### config.mk
export PLATFORM = sky130hd
export DESIGN_NAME = sbct_ctrl
export DESIGN_NICKNAME = d
export VERILOG_FILES = /design/src/hw/rtl/sbct_pkg.sv /design/src/hw/rtl/sbct_ctrl.sv
export SDC_FILE = /design/constraint.sdc
export NUM_CORES = 1
export LEC_CHECK = 0
export ABC_AREA = 1
export BUFFER_PORTS_ARGS = -buffer_cell sky130_fd_sc_hd__buf_2
export CAP_MARGIN = 20
export CELL_PAD_IN_SITES_DETAIL_PLACEMENT = 1
export CELL_PAD_IN_SITES_GLOBAL_PLACEMENT = 2
export CORE_ASPECT_RATIO = 0.8
export CORE_UTILIZATION = 29
export DETAILED_ROUTE_END_ITERATION = 10
export PLACE_DENSITY_LB_ADDON = 0.1
export RECOVER_POWER = 50
export REMOVE_ABC_BUFFERS = 1
export SYNTH_ARGS = -nofsm -noshare
export SYNTH_HDL_FRONTEND = slang
export SYNTH_SLANG_ARGS = --single-unit
### constraint.sdc
create_clock -name clk -period 3.8 [get_ports clk]
set_input_delay 0.38 -clock clk [delete_from_list [all_inputs] [get_ports clk]]
set_output_delay 0.38 -clock clk [all_outputs]
set_load 0.02 [all_outputs]
### src/hw/rtl/sbct_pkg.sv
// Shared types and constants for the swept box against convex brush tracer.
// Used by the divider, the controller, the datapath and the top level; no dependencies.
package sbct_pkg;

  localparam logic signed [63:0] EPS_Q   = 64'sd4096;      // 1/16 in Q16.16
  localparam logic        [16:0] ONE_Q   = 17'd65536;      // 1.0 in Q16.16
  localparam logic        [31:0] Q_MAX   = 32'h7FFF_FFFF;  // saturated quotient
  localparam logic         [4:0] PLANE_COUNT_RST = 5'd6;

  // configuration register indexes
  localparam logic [2:0] CFG_BOX_MIN_X   = 3'd0;
  localparam logic [2:0] CFG_BOX_MIN_Y   = 3'd1;
  localparam logic [2:0] CFG_BOX_MIN_Z   = 3'd2;
  localparam logic [2:0] CFG_BOX_MAX_X   = 3'd3;
  localparam logic [2:0] CFG_BOX_MAX_Y   = 3'd4;
  localparam logic [2:0] CFG_BOX_MAX_Z   = 3'd5;
  localparam logic [2:0] CFG_PLANE_COUNT = 3'd6;

  // operand pair for the multiply-accumulate
  typedef enum logic [2:0] {
    V_CORNER,  // normal . box corner
    V_ORG,     // normal . origin
    V_DIR,     // normal . movement
    V_HIT,     // normal . hit point
    V_STEP     // hit point = origin + movement * fraction
  } vsel_t;

  typedef enum logic [2:0] {
    R_NONE,
    R_STUCK,   // start test found no clearing plane
    R_NOHIT,   // no entry plane
    R_HIT0,    // entry plane, pulled back to zero
    R_HITDIV   // entry plane, pulled-back quotient
  } res_t;

  typedef enum logic [4:0] {
    S_IDLE,
    S_BL_HEAD, S_BL_DOT, S_BL_WR,
    S_ST_HEAD, S_ST_DORG, S_ST_EV1, S_ST_DDIR, S_ST_EV2,
    S_TR_HEAD, S_TR_DDIR, S_TR_EV1, S_TR_DORG, S_TR_EV2,
    S_TR_DIV1, S_TR_EV3, S_TR_HIT,
    S_Q_HEAD, S_Q_DOT, S_Q_EV,
    S_TR_DIV2, S_OUT
  } state_t;

  typedef struct packed {
    logic       plane_we;
    logic       latch;
    logic       mac_en;
    logic [1:0] mac_c;
    vsel_t      vsel;
    logic       acc_clr;
    logic       bloat_we;
    logic       save_den;
    logic       save_d;
    logic       save_f;
    logic       save_stuck;
    logic       div_start;
    logic       div_eps;
    res_t       res;
  } cmd_t;

  typedef struct packed {
    logic dval_ge0;
    logic dval_gt_neg_eps;
    logic dval_gt0;
    logic acc_ge0;
    logic f_gt_frac;
    logic d_lt_eps;
    logic div_done;
  } sts_t;

endpackage

### src/hw/rtl/sbct_ctrl.sv
// Controller: sequences the plane walks of one trace and the handshakes.
// Depends on sbct_pkg; drives the datapath through cmd_t, reads sts_t.
module sbct_ctrl #(
  parameter int MAX_PLANES = 16
) (
  input  logic                          clk,
  input  logic                          rst,
  input  logic                          s_tvalid,
  input  logic                          mode,
  output logic                          s_tready,
  output logic                          m_tvalid,
  input  logic                          m_tready,
  input  logic                    [4:0] plane_count,
  input  sbct_pkg::sts_t                sts,
  output sbct_pkg::cmd_t                cmd,
  output logic [$clog2(MAX_PLANES)-1:0] rd_addr
);
  import sbct_pkg::*;

  localparam int AW = $clog2(MAX_PLANES);
  localparam int CW = $clog2(MAX_PLANES + 1);

  state_t        state, state_next;
  logic [CW-1:0] p, p_next;
  logic [CW-1:0] q, q_next;
  logic    [1:0] c, c_next;
  logic [CW-1:0] count;
  logic          dot_end;

  always_comb begin
    if (32'(plane_count) > 32'(MAX_PLANES)) begin
      count = CW'(MAX_PLANES);
    end else begin
      count = CW'(plane_count);
    end
  end

  always_ff @(posedge clk) begin
    if (rst) begin
      state <= S_IDLE;
      p     <= '0;
      q     <= '0;
      c     <= '0;
    end else begin
      state <= state_next;
      p     <= p_next;
      q     <= q_next;
      c     <= c_next;
    end
  end

  assign rd_addr = (state inside {S_Q_HEAD, S_Q_DOT, S_Q_EV}) ? q[AW-1:0] : p[AW-1:0];
  assign dot_end = (c == 2'd3);

  always_comb begin
    state_next = state;
    p_next     = p;
    q_next     = q;
    c_next     = '0;
    cmd        = '0;
    s_tready   = 1'b0;
    m_tvalid   = 1'b0;

    // three-term dot: issue x, y, z, then drain
    if (state inside {S_BL_DOT, S_ST_DORG, S_ST_DDIR, S_TR_DDIR, S_TR_DORG,
                      S_TR_HIT, S_Q_DOT}) begin
      cmd.mac_en  = !dot_end;
      cmd.mac_c   = c;
      cmd.acc_clr = (c == 2'd0);
      c_next      = dot_end ? 2'd0 : c + 2'd1;
    end

    case (state)
      S_IDLE: begin
        s_tready = 1'b1;
        if (s_tvalid) begin
          if (mode) begin
            cmd.latch  = 1'b1;
            p_next     = '0;
            q_next     = '0;
            state_next = S_BL_HEAD;
          end else begin
            cmd.plane_we = 1'b1;
          end
        end
      end
      S_BL_HEAD: begin
        if (p == count) begin
          p_next     = '0;
          state_next = S_ST_HEAD;
        end else begin
          state_next = S_BL_DOT;
        end
      end
      S_BL_DOT: begin
        cmd.vsel = V_CORNER;
        if (dot_end) state_next = S_BL_WR;
      end
      S_BL_WR: begin
        cmd.bloat_we = 1'b1;
        p_next       = p + 1'b1;
        state_next   = S_BL_HEAD;
      end
      S_ST_HEAD: begin
        if (p == count) begin
          cmd.res    = R_STUCK;
          state_next = S_OUT;
        end else begin
          state_next = S_ST_DORG;
        end
      end
      S_ST_DORG: begin
        cmd.vsel = V_ORG;
        if (dot_end) state_next = S_ST_EV1;
      end
      S_ST_EV1: begin
        if (sts.dval_ge0) begin
          p_next     = '0;
          state_next = S_TR_HEAD;
        end else if (sts.dval_gt_neg_eps) begin
          state_next = S_ST_DDIR;
        end else begin
          p_next     = p + 1'b1;
          state_next = S_ST_HEAD;
        end
      end
      S_ST_DDIR: begin
        cmd.vsel = V_DIR;
        if (dot_end) state_next = S_ST_EV2;
      end
      S_ST_EV2: begin
        if (sts.acc_ge0) begin
          p_next     = '0;
          state_next = S_TR_HEAD;
        end else begin
          cmd.save_stuck = 1'b1;
          p_next         = p + 1'b1;
          state_next     = S_ST_HEAD;
        end
      end
      S_TR_HEAD: begin
        if (p == count) begin
          cmd.res    = R_NOHIT;
          state_next = S_OUT;
        end else begin
          state_next = S_TR_DDIR;
        end
      end
      S_TR_DDIR: begin
        cmd.vsel = V_DIR;
        if (dot_end) state_next = S_TR_EV1;
      end
      S_TR_EV1: begin
        if (sts.acc_ge0) begin
          p_next     = p + 1'b1;
          state_next = S_TR_HEAD;
        end else begin
          cmd.save_den = 1'b1;
          state_next   = S_TR_DORG;
        end
      end
      S_TR_DORG: begin
        cmd.vsel = V_ORG;
        if (dot_end) state_next = S_TR_EV2;
      end
      S_TR_EV2: begin
        if (!sts.dval_ge0) begin
          p_next     = p + 1'b1;
          state_next = S_TR_HEAD;
        end else begin
          cmd.save_d    = 1'b1;
          cmd.div_start = 1'b1;
          state_next    = S_TR_DIV1;
        end
      end
      S_TR_DIV1: begin
        if (sts.div_done) state_next = S_TR_EV3;
      end
      S_TR_EV3: begin
        if (sts.f_gt_frac) begin
          p_next     = p + 1'b1;
          state_next = S_TR_HEAD;
        end else begin
          cmd.save_f = 1'b1;
          state_next = S_TR_HIT;
        end
      end
      S_TR_HIT: begin
        cmd.vsel = V_STEP;
        if (dot_end) begin
          q_next     = '0;
          state_next = S_Q_HEAD;
        end
      end
      S_Q_HEAD: begin
        if (q == count) begin
          if (sts.d_lt_eps) begin
            cmd.res    = R_HIT0;
            state_next = S_OUT;
          end else begin
            cmd.div_start = 1'b1;
            cmd.div_eps   = 1'b1;
            state_next    = S_TR_DIV2;
          end
        end else if (q == p) begin
          q_next = q + 1'b1;
        end else begin
          state_next = S_Q_DOT;
        end
      end
      S_Q_DOT: begin
        cmd.vsel = V_HIT;
        if (dot_end) state_next = S_Q_EV;
      end
      S_Q_EV: begin
        if (sts.dval_gt0) begin
          p_next     = p + 1'b1;
          state_next = S_TR_HEAD;
        end else begin
          q_next     = q + 1'b1;
          state_next = S_Q_HEAD;
        end
      end
      S_TR_DIV2: begin
        if (sts.div_done) begin
          cmd.res    = R_HITDIV;
          state_next = S_OUT;
        end
      end
      S_OUT: begin
        m_tvalid = 1'b1;
        if (m_tready) state_next = S_IDLE;
      end
      default: state_next = S_IDLE;
    endcase
  end

`ifndef SYNTH
  a_bloat_in_range: assert property (@(posedge clk) disable iff (rst)
    cmd.bloat_we |-> (p < count))
    else $error("bloat write beyond plane count");

  a_no_self_test: assert property (@(posedge clk) disable iff (rst)
    (state == S_Q_DOT) |-> (q != p))
    else $error("candidate plane tested against itself");

  a_walk_bounded: assert property (@(posedge clk) disable iff (rst)
    (state != S_IDLE) |-> ((p <= count) && (q <= count)))
    else $error("plane walk past plane count");

  a_div_started: assert property (@(posedge clk) disable iff (rst)
    ((state == S_TR_DIV1) && ($past(state) != S_TR_DIV1)) |-> $past(cmd.div_start))
    else $error("division wait entered without a start");
`endif
endmodule

==> results.toml <==
[floorplanning]
initial_core_util_pct = 30.3
die_h_um = 75.3
coreArea_um2 = 6440
io_pins = 42
die-area_um2 = 7060
die_w_um = 93.7
num_rows = 26

[placed_design]
port_buffers = 41
gp_congestion = 0.900
dpl.hpwl_mm = 5.72

[logic_synthesis]
synth_compound_area_share_pct = 11.2
synth_flop_cell = "dfxtp_1"
synth_edf_count = 0
ys_seq_area_share_pct = 17.5
ys_seq_elements = 17
async_reset_ff_share_pct = 0
ys_warn_count = 0
synth_fa_ha_area_share_pct = 2.57
synthCells = 353
synth_top_family_by_area = "simple AND/OR/NAND/NOR gates"
synth_mux_area_share_pct = 0
synthSimpleGateAreaFrac_pct = 52.4
synth_xor_area_share_pct = 4.04
syn_area_per_cell_um2 = 5.52
synthDistinctLibCells = 33
synth_area_um2 = 1950

[routing]
wl_per_cell_um = 14.2
vias = 2331
drt_iter0_markers = 134
drt-total-wl_mm = 6.74
drcViolationCount = 0
drtAntennaViolNets = 0
viasPerCell = 4.91
dr.pass1.iters = 4

[worst_setup_path]
critPathKind = "flop to output port"
cp_max_fo = 8
required_ps = 3420
rr_startpoint = "state[0]"
crit_start = "state[4]"
end_kind = "output port"
cp.arrival_ps = 2350
cp-start-kind = "flop"

[clock_tree]
numCtsBuffers = 3
cts_tree = "done"
ctsResizeCount = 0
ctsLongestPathBuffers = 2
htreeDepth = 1
root_buffer = "clkbuf_8"
insertion_delay_ps = 260
cts.sinks = 17
cts_setup_buffers = 0
clkSlewWorstSetupHoldPaths_ps = 80
cts_hold_buf = 0

[grt]
grt_pass1_wl_mm = 10.8
grt_use_total_pct = 20.0
grt_max_degree = 17
grt_pass1_vias = 2166
globalRouteOverflowTotal = 0
antenna_found_initial = 0

[power_and_ir_drop]
clkPwrFrac_pct = 18.0
intPower_uw = 397
p_switching_uw = 417
switching_share_pct = 51.2
total_leakage_power_nw = 1.20
p_seq_share_pct = 26.9
p_comb_share_pct = 55.1
ir_drop_mv = 0.189
power.density_nw_per_um2 = 364
p_total_uw = 814

[outcome]
status = "complete, no violations"

[timing]
finalSetupTns_ps = 0
slew_headroom_pct = 55.3
fmax_mhz = 367
whs_ps = 453
drv_slew = 0
min_period_ps = 2730
final-hold-violation-count = 0
fin_crit_sh_pct = 71.7
fin_skew_ps = 4.98
rsz0062_at_grt = "no"
setup_viol = 0
tightest_slew_ps = 665

[worst_hold_path]
min_from = "c[0]"
hp-class = "flop to flop"

[cells_and_area]
mostFrequentLayoutCells = "nand2_1, nor2_1, inv_1"
diodes = 0
areaGrowthSynthToFinish_pct = 14.6
regArea_um2 = 340
nets = 413
nFillCells = 916
drive_above_1_share_pct = 16.1
final_common_cell = "nand2_1"
multiInputGateArea_um2 = 1330
final_util_pct = 34.7

[job]
cap_violations = 0
cells by family after synthesis:
kind of cell | count (synthesis)
AOI/OAI and AO/OA | 39
xor gates and xnor gates | 9
adders and majority gates | 4
buffers and inverters | 62
DFF | 17
and+or+nand+nor | 222
worst max-delay path: stages, from the launching register on:
cell and delay [ps]:
dfxtp_1 610, inv_4 110, nand3_1 230, nor2_1 100, a21oi_1 310, nand2_1 90
nor3_1 350, nor2_1 100, buf_2 180
flip-flops by register name, indices dropped and copies added (netlist names):
name	count
p	5
c	2
state	5
q	5
power by group through the flow:
stage	Sequential (mW)	Combinational (mW)	Clock [mW]
5_1_grt	0.223	0.506	0.159
6_report	0.219	0.449	0.146
3_5_place_dp	0.224	0.480	0
2_1_floorplan	0.217	0.347	0
4_1_cts	0.220	0.482	0.154
3_3_place_gp	0.223	0.480	0
per-layer routing:
metal / global-route usage, % / up-vias / wire length [um]
met2: 30.1 / 44 / 2740
met4: 3.25 / 0 / 46
met3: 2.50 / 4 / 360
li1: - / 1199 / -
met1: 30.8 / 1084 / 3590
met5: 0 / - / 0
area by class of cell:
class | instances | share of cell area [%]
clock buffer | 3 | 1.85
clock inverter | 1 | 0.336
inverter | 55 | 9.36
multi-input combinational | 274 | 59.6
sequential | 17 | 15.2
tap | 84 | 4.71
timing repair buffer | 41 | 8.96
per-stage QoR:
stage,setup WS (ps),cell area (um2),instances
3_5_place_dp,1480,2230,471
4_1_cts,1230,2280,475
5_1_grt,870,2230,475
6_report,1070,2230,475
2_1_floorplan,1780,1920,346
3_3_place_gp,1490,2230,471
path summary, 6_finish.rpt:
path | end | slack [ps] | cells past startpoint
setup / recovery | cmd[16] | 1070 | 8
hold / removal | c[0] | 450 | 1
setup reg to reg | p[1] | 1140 | 10
hold reg to reg | c[0] | 450 | 1
cell usage after synthesis, types with 2 or more instances:
master / instances / area (um2)
a21oi_2: 2 / 17.5
nand4_1: 4 / 25.0
nor2_4: 2 / 22.5
nand3_2: 2 / 20.0
xor2_1: 8 / 70.1
dfxtp_1: 17 / 340
o211ai_1: 5 / 37.5
nor2_1: 41 / 154
nand3_1: 42 / 210
nor3_1: 8 / 40.0
o21ai_1: 4 / 20.0
o21ai_0: 10 / 50.1
nor3_4: 2 / 32.5
nand2_2: 6 / 37.5
nor2_2: 4 / 25.0
nand2_1: 102 / 383
nor3_2: 2 / 20.0
clkbuf_1: 5 / 18.8
ha_1: 4 / 50.1
inv_2: 11 / 41.3
nand3b_1: 3 / 22.5
a21oi_1: 16 / 80.1
inv_1: 43 / 161
(Power assumes the default switching activity.)
